[src/sv/cbts_pkg.sv]
// Shared types, constants and the candidate segment table of the CAN bit timing solver.
package cbts_pkg;

	localparam int CLK_W    = 32;
	localparam int RATE_W   = 28;
	localparam int STATUS_W = 2;
	localparam int SEG1_W   = 5;
	localparam int SEG2_W   = 4;
	localparam int DIV_W    = 11;
	localparam int BT_W     = 5;
	localparam int IDX_W    = 4;
	localparam int TABLE_SIZE = 10;

	localparam int DEF_CANDIDATE_COUNT = 10;
	localparam int DEF_MAX_DIVIDER     = 1024;

	localparam logic [STATUS_W-1:0] STATUS_FOUND     = 2'd0;
	localparam logic [STATUS_W-1:0] STATUS_BAD_INPUT = 2'd1;
	localparam logic [STATUS_W-1:0] STATUS_NOT_FOUND = 2'd2;

	typedef enum logic [2:0] {
		S_IDLE,
		S_MUL,
		S_START,
		S_WAIT,
		S_CHECK,
		S_OUT
	} state_t;

	function automatic logic [SEG1_W-1:0] seg1_of(input logic [IDX_W-1:0] idx);
		logic [SEG1_W-1:0] s;
		case (idx)
			4'd0: s = 5'd13;
			4'd1: s = 5'd12;
			4'd2: s = 5'd11;
			4'd3: s = 5'd10;
			4'd4: s = 5'd9;
			4'd5: s = 5'd8;
			4'd6: s = 5'd8;
			4'd7: s = 5'd7;
			4'd8: s = 5'd6;
			4'd9: s = 5'd5;
			default: s = 5'd0;
		endcase
		return s;
	endfunction

	function automatic logic [SEG2_W-1:0] seg2_of(input logic [IDX_W-1:0] idx);
		logic [SEG2_W-1:0] s;
		case (idx)
			4'd5: s = 4'd3;
			4'd0, 4'd1, 4'd2, 4'd3, 4'd4, 4'd6, 4'd7, 4'd8, 4'd9: s = 4'd2;
			default: s = 4'd0;
		endcase
		return s;
	endfunction

	// Bit time in time quanta: sync segment plus both phase segments.
	function automatic logic [BT_W-1:0] bit_time_of(input logic [IDX_W-1:0] idx);
		return BT_W'(1) + BT_W'(seg1_of(idx)) + BT_W'(seg2_of(idx));
	endfunction

endpackage

[src/sv/cbts_div.sv]
// Iterative restoring divider, one quotient bit per cycle, shared by all candidates.
module cbts_div (
	input  logic                      clk,
	input  logic                      arst_n,
	input  logic                      start,
	input  logic [cbts_pkg::CLK_W-1:0] dividend,
	input  logic [cbts_pkg::CLK_W-1:0] divisor,
	output logic                      done,
	output logic [cbts_pkg::CLK_W-1:0] quotient,
	output logic [cbts_pkg::CLK_W-1:0] remainder
);
	import cbts_pkg::*;

	localparam int CNT_W = $clog2(CLK_W + 1);

	logic               busy_q;
	logic               done_q;
	logic [CNT_W-1:0]   count_q;
	logic [CLK_W-1:0]   rem_q;
	logic [CLK_W-1:0]   quo_q;
	logic [CLK_W-1:0]   den_q;
	logic [CLK_W:0]     shifted;
	logic [CLK_W+1:0]   diff;
	logic               fits;

	assign shifted = {rem_q, quo_q[CLK_W-1]};
	assign diff    = {1'b0, shifted} - {2'b00, den_q};
	assign fits    = ~diff[CLK_W+1];

	always_ff @(posedge clk or negedge arst_n) begin
		if (!arst_n) begin
			busy_q  <= 1'b0;
			done_q  <= 1'b0;
			count_q <= '0;
		end else begin
			done_q <= busy_q && (count_q == CNT_W'(1));
			if (start) begin
				busy_q  <= 1'b1;
				count_q <= CNT_W'(CLK_W);
			end else if (busy_q) begin
				count_q <= count_q - CNT_W'(1);
				if (count_q == CNT_W'(1)) begin
					busy_q <= 1'b0;
				end
			end
		end
	end

	always_ff @(posedge clk) begin
		if (start) begin
			rem_q <= '0;
			quo_q <= dividend;
			den_q <= divisor;
		end else if (busy_q) begin
			rem_q <= fits ? diff[CLK_W-1:0] : shifted[CLK_W-1:0];
			quo_q <= {quo_q[CLK_W-2:0], fits};
		end
	end

	assign done      = done_q;
	assign quotient  = quo_q;
	assign remainder = rem_q;

endmodule

[src/sv/can_bit_timing_solver.sv]
// Top level of the CAN bit timing solver: request handshake, candidate sequencer and result register.
//
// A transaction on the input channel (in_valid high, in_stall low) carries a peripheral
// clock frequency and a wanted bit rate. The block then walks the candidate list of
// phase segment pairs in order. For each candidate it forms bit_rate times the bit
// time in the multiply state and runs one 32-bit divide on the shared restoring
// divider, which produces one quotient bit per cycle. Each candidate passes through
// multiply, divider start, 32 divide steps, done and check. The first candidate that
// divides exactly with a prescaler from 1 to MAX_DIVIDER ends the search.
// A zero clock or rate goes straight to the result register without a search;
// otherwise up to min(CANDIDATE_COUNT, 10) candidates are tried. One request is in
// flight at a time: in_stall stays high from the accepting edge until the result
// has been taken, and the next request can be taken in the cycle after that.
// The result waits in its output register with out_valid high for as long as
// out_stall is high, and the payload holds meanwhile.
// Reset returns the sequencer to idle; any request in flight is dropped.
module can_bit_timing_solver #(
	parameter int CANDIDATE_COUNT = cbts_pkg::DEF_CANDIDATE_COUNT,
	parameter int MAX_DIVIDER     = cbts_pkg::DEF_MAX_DIVIDER
) (
	input  logic                         clk,
	input  logic                         arst_n,
	input  logic                         in_valid,
	output logic                         in_stall,
	input  logic [cbts_pkg::CLK_W-1:0]    clock_hz,
	input  logic [cbts_pkg::RATE_W-1:0]   bit_rate,
	output logic                         out_valid,
	input  logic                         out_stall,
	output logic [cbts_pkg::STATUS_W-1:0] status,
	output logic [cbts_pkg::SEG1_W-1:0]   seg1_tq,
	output logic [cbts_pkg::SEG2_W-1:0]   seg2_tq,
	output logic [cbts_pkg::DIV_W-1:0]    clock_divider
);
	import cbts_pkg::*;

	localparam int SEARCH_COUNT = (CANDIDATE_COUNT < TABLE_SIZE) ? CANDIDATE_COUNT : TABLE_SIZE;
	localparam logic [IDX_W-1:0] LAST_IDX = IDX_W'(SEARCH_COUNT - 1);
	localparam logic [CLK_W-1:0] MAX_DIV  = CLK_W'(MAX_DIVIDER);

	state_t state_q;
	state_t state_d;

	logic [CLK_W-1:0]        clk_q;
	logic [RATE_W-1:0]       rate_q;
	logic [CLK_W-1:0]        den_q;
	logic [IDX_W-1:0]        idx_q;
	logic [STATUS_W-1:0]     status_q;
	logic [SEG1_W-1:0]       seg1_q;
	logic [SEG2_W-1:0]       seg2_q;
	logic [DIV_W-1:0]        divider_q;

	logic                    accept;
	logic                    bad_input;
	logic                    hit;
	logic                    div_start;
	logic                    div_done;
	logic [CLK_W-1:0]        div_quo;
	logic [CLK_W-1:0]        div_rem;
	logic [RATE_W+BT_W-1:0]  product;

	cbts_div u_div (
		.clk       (clk),
		.arst_n    (arst_n),
		.start     (div_start),
		.dividend  (clk_q),
		.divisor   (den_q),
		.done      (div_done),
		.quotient  (div_quo),
		.remainder (div_rem)
	);

	assign accept    = in_valid && !in_stall;
	assign bad_input = (clock_hz == '0) || (bit_rate == '0);
	assign product   = (RATE_W+BT_W)'(rate_q) * (RATE_W+BT_W)'(bit_time_of(idx_q));
	assign hit       = (div_rem == '0) && (div_quo != '0) && (div_quo <= MAX_DIV);

	always_comb begin
		state_d = state_q;
		case (state_q)
			S_IDLE: begin
				if (in_valid) begin
					state_d = bad_input ? S_OUT : S_MUL;
				end
			end
			S_MUL:   state_d = S_START;
			S_START: state_d = S_WAIT;
			S_WAIT: begin
				if (div_done) begin
					state_d = S_CHECK;
				end
			end
			S_CHECK: state_d = (hit || idx_q == LAST_IDX) ? S_OUT : S_MUL;
			S_OUT: begin
				if (!out_stall) begin
					state_d = S_IDLE;
				end
			end
			default: state_d = S_IDLE;
		endcase
	end

	always_comb begin
		in_stall  = 1'b1;
		out_valid = 1'b0;
		div_start = 1'b0;
		case (state_q)
			S_IDLE:  in_stall  = 1'b0;
			S_START: div_start = 1'b1;
			S_OUT:   out_valid = 1'b1;
			default: ;
		endcase
	end

	always_ff @(posedge clk or negedge arst_n) begin
		if (!arst_n) begin
			state_q <= S_IDLE;
		end else begin
			state_q <= state_d;
		end
	end

	always_ff @(posedge clk) begin
		if (accept) begin
			clk_q  <= clock_hz;
			rate_q <= bit_rate;
			idx_q  <= '0;
			if (bad_input) begin
				status_q  <= STATUS_BAD_INPUT;
				seg1_q    <= '0;
				seg2_q    <= '0;
				divider_q <= '0;
			end
		end
		if (state_q == S_MUL) begin
			den_q <= product[CLK_W-1:0];
		end
		if (state_q == S_CHECK) begin
			if (hit) begin
				status_q  <= STATUS_FOUND;
				seg1_q    <= seg1_of(idx_q);
				seg2_q    <= seg2_of(idx_q);
				divider_q <= div_quo[DIV_W-1:0];
			end else if (idx_q == LAST_IDX) begin
				status_q  <= STATUS_NOT_FOUND;
				seg1_q    <= '0;
				seg2_q    <= '0;
				divider_q <= '0;
			end else begin
				idx_q <= idx_q + IDX_W'(1);
			end
		end
	end

	assign status        = status_q;
	assign seg1_tq       = seg1_q;
	assign seg2_tq       = seg2_q;
	assign clock_divider = divider_q;

	a_no_overlap: assert property (@(posedge clk) disable iff (!arst_n)
		!(out_valid && !in_stall))
		else $error("Input taken while a result is pending.");

	a_found_nonzero: assert property (@(posedge clk) disable iff (!arst_n)
		(out_valid && status == STATUS_FOUND) |-> (seg1_tq != '0 && seg2_tq != '0))
		else $error("Found result carries an empty segment.");

	a_fail_zero: assert property (@(posedge clk) disable iff (!arst_n)
		(out_valid && status != STATUS_FOUND) |->
		(seg1_tq == '0 && seg2_tq == '0 && clock_divider == '0))
		else $error("Failed result carries timing values.");

	a_done_in_wait: assert property (@(posedge clk) disable iff (!arst_n)
		div_done |-> (state_q == S_WAIT))
		else $error("Divider finished outside its wait state.");

	a_index_bound: assert property (@(posedge clk) disable iff (!arst_n)
		(state_q == S_CHECK) |-> (idx_q <= LAST_IDX))
		else $error("Candidate index past the end of the search.");

endmodule
[config.mk]
export PLATFORM = sky130hd
export DESIGN_NAME = can_bit_timing_solver
export DESIGN_NICKNAME = d
export VERILOG_FILES = /design/src/sv/cbts_pkg.sv /design/src/sv/cbts_div.sv /design/src/sv/can_bit_timing_solver.sv
export SDC_FILE = /design/constraint.sdc
export NUM_CORES = 1
export LEC_CHECK = 0
export ABC_CLOCK_PERIOD_IN_PS = 8400
export BUFFER_PORTS_ARGS = -buffer_cell sky130_fd_sc_hd__buf_4
export CAP_MARGIN = 0
export CORE_UTILIZATION = 45
export CTS_CLUSTER_DIAMETER = 40
export DETAILED_ROUTE_END_ITERATION = 16
export GPL_TIMING_DRIVEN = 0
export PLACE_DENSITY = 0.68
export SYNTH_ARGS = -nofsm -noshare
export SYNTH_HDL_FRONTEND = slang
export SYNTH_SLANG_ARGS = --single-unit
export TNS_END_PERCENT = 10
[constraint.sdc]
create_clock -name clk -period 8.4 [get_ports clk]
set_input_delay 1.26 -clock clk [delete_from_list [all_inputs] [get_ports clk]]
set_output_delay 1.26 -clock clk [all_outputs]
set_load 0.05 [all_outputs]
After elaboration in Yosys (flattened, before gate mapping)
Memory sizes are Yosys's and may differ from the RTL's. A register that Yosys moved wholly into a read port is not among the register bits.
Cells that the tools add are included.
{"block": "op_classes", "addsub": 5, "mul": 1, "n_lt_le_gt_ge": 1, "eq_ne": 10, "n_mux": 41, "bitwise_logic": 1, "reduce_logical": 13}
{"operator": "two-way mux 32 bit", "n": 3}
{"operator": "logical NOT 32 bit", "n": 2}
{"operator": "two-way mux 11 bit", "n": 5}
{"operator": "two-way mux 4 bit", "n": 9}
{"operator": "subtractor 33 x 32 -> 34 bit", "n": 1}
{"operator": "less-or-equal comparator 32 x 11 -> 1 bit (second input constant)", "n": 1}
{"operator": "multiplier 28 x 5 -> 32 bit", "n": 1}
{"operator": "nonzero test 32 bit", "n": 1}
{"operator": "logical NOT 28 bit", "n": 1}
{"operator": "two-way mux 5 bit", "n": 5}
{"operator": "case mux 3 bit (6 select lines)", "n": 1}
{"operator": "two-way mux 3 bit", "n": 5}
{"operator": "two-way mux 6 bit", "n": 2}
{"operator": "two-way mux 2 bit", "n": 5}
{"operator": "== test 3 x 2 -> 1 bit (second input constant)", "n": 2}
{"operator": "== test 3 bit (second input constant)", "n": 2}
{"operator": "== test 6 x 1 -> 1 bit (second input constant)", "n": 1}
{"operator": "two-way mux 1 bit", "n": 6}
{"operator": "subtractor 6 x 1 -> 6 bit (second input constant)", "n": 1}
{"operator": "adder 1 x 5 -> 5 bit (first input constant)", "n": 1}
{"operator": "adder 5 x 4 -> 5 bit", "n": 1}
{"operator": "adder 4 x 1 -> 4 bit (second input constant)", "n": 1}
{"operator": "== test 4 bit (second input constant)", "n": 1}
{"operator": "logical AND 1 bit", "n": 4}
{"operator": "other kinds (8)", "n": 10}
{"block": "totals", "ff_bits": 225, "rom_bits": 192, "mem_count": 4}
{"name": "(name not given)", "words": 16, "width": 4, "rd": 1, "rd_clocked_by_memory_dff": 1, "wr": 0, "line_no": "cbts_pkg.sv:32", "rtl": "case (idx)"}
{"name": "(name not given)", "words": 16, "width": 4, "rd": 1, "rd_clocked_by_memory_dff": 1, "wr": 0, "line_no": "cbts_pkg.sv:32"}
{"name": "(name not given)", "words": 16, "width": 2, "rd": 1, "rd_clocked_by_memory_dff": 1, "wr": 0, "line_no": "cbts_pkg.sv:50", "rtl": "case (idx)"}
{"name": "(name not given)", "words": 16, "width": 2, "rd": 1, "rd_clocked_by_memory_dff": 1, "wr": 0, "line_no": "cbts_pkg.sv:50"}

Logic depth before layout (Yosys ltp)
{"block": "depth", "ltp_word": 7, "ltp_mapped": 23, "depth_no_buf": 22}

By module
Synthesis repeated with hierarchy kept, for this count alone.
{"block": "hier_totals", "hier_cells": 1365, "hier_area_um2": 14802.9}
{"mod": "can_bit_timing_solver", "instances": 1, "cells_per_inst": 791, "area_per_inst_um2": 8802.2, "seq_area_each_um2": 3478.3}
{"mod": "cbts_div", "instances": 1, "cells_per_inst": 574, "area_per_inst_um2": 6000.8, "seq_area_each_um2": 2762.6}

Worst setup path after synthesis
Ideal clock, no wire load.
{"block": "synth_path", "path_kind": "register to register", "startpoint": "reg (tool-made name)", "endpoint": "reg den_q[31] (data pin)", "setup_time_ps": 266, "arrival_ps": 5354, "t_required_ps": 8134, "path_slack_ps": 2780, "stages_incl_launch_ff": 22, "path_buffers": 1, "synth_period_minus_slack_ps": 5620, "cell_sequence": "dfxtp_1 -> ha_1 -> nor2b_1 -> o21ai_0 -> xor2_1 -> clkbuf_1 -> nor2b_1 -> fa_1 -> fa_1 -> inv_1 -> fa_1 -> inv_1 -> ha_1 -> a21oi_4 -> o21ai_2 -> a221o_1 -> and2_4 -> o211ai_2 -> a41oi_2 -> a221o_1 -> nor4_1 -> nor3_1"}
{"item": "to (signal assigned)", "line_no": "can_bit_timing_solver.sv:135", "rtl": "den_q <= product[CLK_W-1:0];"}
{"item": "to (decl)", "line_no": "can_bit_timing_solver.sv:45", "rtl": "logic [CLK_W-1:0] den_q;"}

==> results_dict.tcl <==
set metrics [dict create \
    ff2ff_setup_slack_ns 1.72 \
    holdBufCountCts 0 \
    route.detailed.drc 0 \
    layout-drive-gt1-share_pct 11.7 \
    synth-xor-area-share_pct 3.21 \
    critical_path.most_common_cell "fa_1" \
    ys_types 86 \
    design.die.area_um2 33500 \
    track_usage_pct 19.2 \
    die_w_um 183 \
    clkTransAtPathRegs_ns 0.06 \
    hpwl_um 24600 \
    synth_cells 1466 \
    cts.sink_count 231 \
    area.growth.synth_to_final_pct 16.5 \
    overflow 0 \
    synth.most_common_cell "nand2_1" \
    ys_seq_area_share_pct 42.3 \
    clock_skew_ns 0.0183 \
    rsz0062_at_grt "no" \
    via_count 10700 \
    crit_type "reg2reg" \
    finalSetupTns_ns 0 \
    first_global_vias 10800 \
    synth-compound-area-share_pct 12.5 \
    fmax_ghz 0.150 \
    drtIter0Drc 545 \
    synthMuxAreaShare_pct 0.484 \
    critPathArrivalTime_ns 7.00 \
    required_ns 8.72 \
    setup-violations-final 0 \
    n_antenna_cell 0 \
    avgSynthCellArea_um2 10.1 \
    drv_slew 0 \
    reg2reg_to "den_q[31]" \
    endpoint "den_q[31]" \
    synth-edff-count 156 \
    synth_nets 1691 \
    start_util_pct 46.3 \
    ant_nets 0 \
    end_kind "flop" \
    synth-simple-area-share_pct 18.1 \
    drv_cap 0 \
    slowest_delay_ns 0.70 \
    core_um2 31900 \
    ctsRootBufferMaster "clkbuf_16" \
    outcome "finished clean" \
    clockBufferDepth 3 \
    final_nets 1818 \
    numPortBuffers 87 \
    path_cells "inv_1 > ha_1 > fa_1 > nor2_1 > clkbuf_1 > and2_1 > fa_1 > fa_1 > inv_1 > fa_1 > inv_1 > ha_1 > a21oi_1 > nor2b_1 > a311oi_1 > nor3_2 > o211ai_2 > a41oi_2 > a221o_1 > and4_4 > nor3_1" \
    syn_area_um2 14700 \
    ys_warn_count 0 \
    synth_area_leaders "edfxtp_1 32%, fa_1 11%, dfxtp_1 8.7%, ha_1 7.0%, nand2_1 4.4%" \
    cts_tree "yes" \
    rows 65 \
    tightestPinTransition_ns 0.909 \
    ff2ff_path_depth 21 \
    cp_max_fo 10 \
    hold_class "reg2reg" \
    synth_top_area_cell "edfxtp_1" \
    async_flop_share_pct 4.76 \
    finalCritPeriodShare_pct 79.6 \
    synth_seq_cells 231 \
    via_per_inst 5.21 \
    final.fill_count 2866 \
    synth_top_family_by_area "simple AND/OR/NAND/NOR gates" \
    synth_common_cells "173 x nand2_1, 170 x inv_1, 156 x edfxtp_1" \
    cts_setup_buffers 0 \
    fin_crit_ns 6.68 \
    synth_top_area_share_pct 31.8 \
    finalHoldViolCount 0 \
    ctsResizeCount 0 \
    cts_buffers 34 \
    slew-limit-headroom_pct 39.2 \
    cp_slowest_cell "nor2_1" \
    start_kind "flop" \
    synthFlopType "edfxtp_1" \
    clock_latency_ns 0.51 \
    die_h_um 183 \
    gp_congestion 0.854 \
    grt_pass1_wl_um 52100 \
    grt_max_degree 33 \
    cts_max_level 2 \
    wl_um 31000 \
    antenna_found_initial 1 \
    wire_per_inst_um 15.1 \
    io_pins 88 \
    dr.pass1.iters 5 \
    synth_fa_ha_area_share_pct 17.7 \
]
state kept, by name, indices dropped and copies added (netlist names), 5 cells and up, named ones only:
name             count
u_div.quotient      32
den_q               32
clk_q               32
rate_q              28
clock_divider       11
u_div.remainder     32
seg1_tq              5
u_div.count_q        6
u_div.den_q         32
routing by layer:
metal	track usage [%]	share of wire [%]	vias to the layer above
met5	0	0	-
met4	5.70	2.3	0
met3	2.46	4.2	52
met2	33.7	49	227
met1	24.8	44	5102
li1	-	-	5315
metrics by stage:
step | cell area [um2] | cells | util, % | hold WS, ns | setup WS (ns)
floorplan | 14700 | 1466 | - | 0.400 | 2.78
global placement | 15900 | 1988 | 50.0 | 0.401 | 1.77
detailed placement | 16000 | 1992 | 50.2 | 0.405 | 1.70
CTS | 17200 | 2054 | 53.9 | 0.410 | 1.67
global route | 17200 | 2054 | 53.9 | 0.414 | 1.36
finish | 17200 | 2054 | 53.9 | 0.407 | 1.72
logic make-up (layout without fill, tap and decap cells):
kind of cell / after synthesis / count (layout)
AND/OR/NAND/NOR: 518 / 518
AO/OA/AOI/OAI: 276 / 276
flip-flops: 231 / 231
buffers and inverters: 219 / 372
adder cells (fa/ha/maj): 161 / 161
XOR/XNOR: 54 / 54
multiplexers: 7 / 7
worst min-delay path by stage:
stage | start | to | depth (start not counted)
CTS | den_q[7] | u_div.den_q[7] | 0
detailed placement | den_q[0] | u_div.den_q[0] | 0
finish | den_q[8] | u_div.den_q[8] | 0
global route | den_q[7] | u_div.den_q[7] | 0
global placement | den_q[9] | u_div.den_q[9] | 0
floorplan | den_q[0] | u_div.den_q[0] | 0
critical path, delay by kind of cell, from the launching register on:
family / cells / cell delay [ns]
fa+ha+maj: 6 / 2.50
simple gates: 6 / 1.58
compound gates: 5 / 1.46
buf+inv: 4 / 0.58
flops: 1 / 0.35
placed cells by master, fill, tap and decap left out, types with 23 or more instances in the layout:
cell type	count
edfxtp_1	156
a21oi_1	70
and2_1	61
inv_1	169
nand2_1	172
buf_4	91
clkbuf_1	37
nand2b_1	44
nand3_1	24
a21o_1	25
nor2b_1	63
nor4_1	31
clkbuf_16	34
xnor2_1	39
a31oi_1	23
fa_1	79
ha_1	82
dfxtp_1	64
o21ai_0	62
nor2_1	53
cell type report:
| class | count | area [um2] | area share, % |
|---|---|---|---|
| Tap cell | 435 | 544 | 3.17 |
| Inverter | 170 | 638 | 3.72 |
| Buffer | 49 | 205 | 1.19 |
| Timing Repair Buffer | 91 | 716 | 4.17 |
| Clock buffer | 35 | 865 | 5.03 |
| Multi-Input combinational cell | 1016 | 7670 | 44.7 |
| Sequential cell | 231 | 6240 | 36.3 |
| Clock inverter | 27 | 295 | 1.72 |
Power is left out: the tool's default activity adds up to more than one toggle a clock period on the data nets, which glitch-free logic cannot reach.
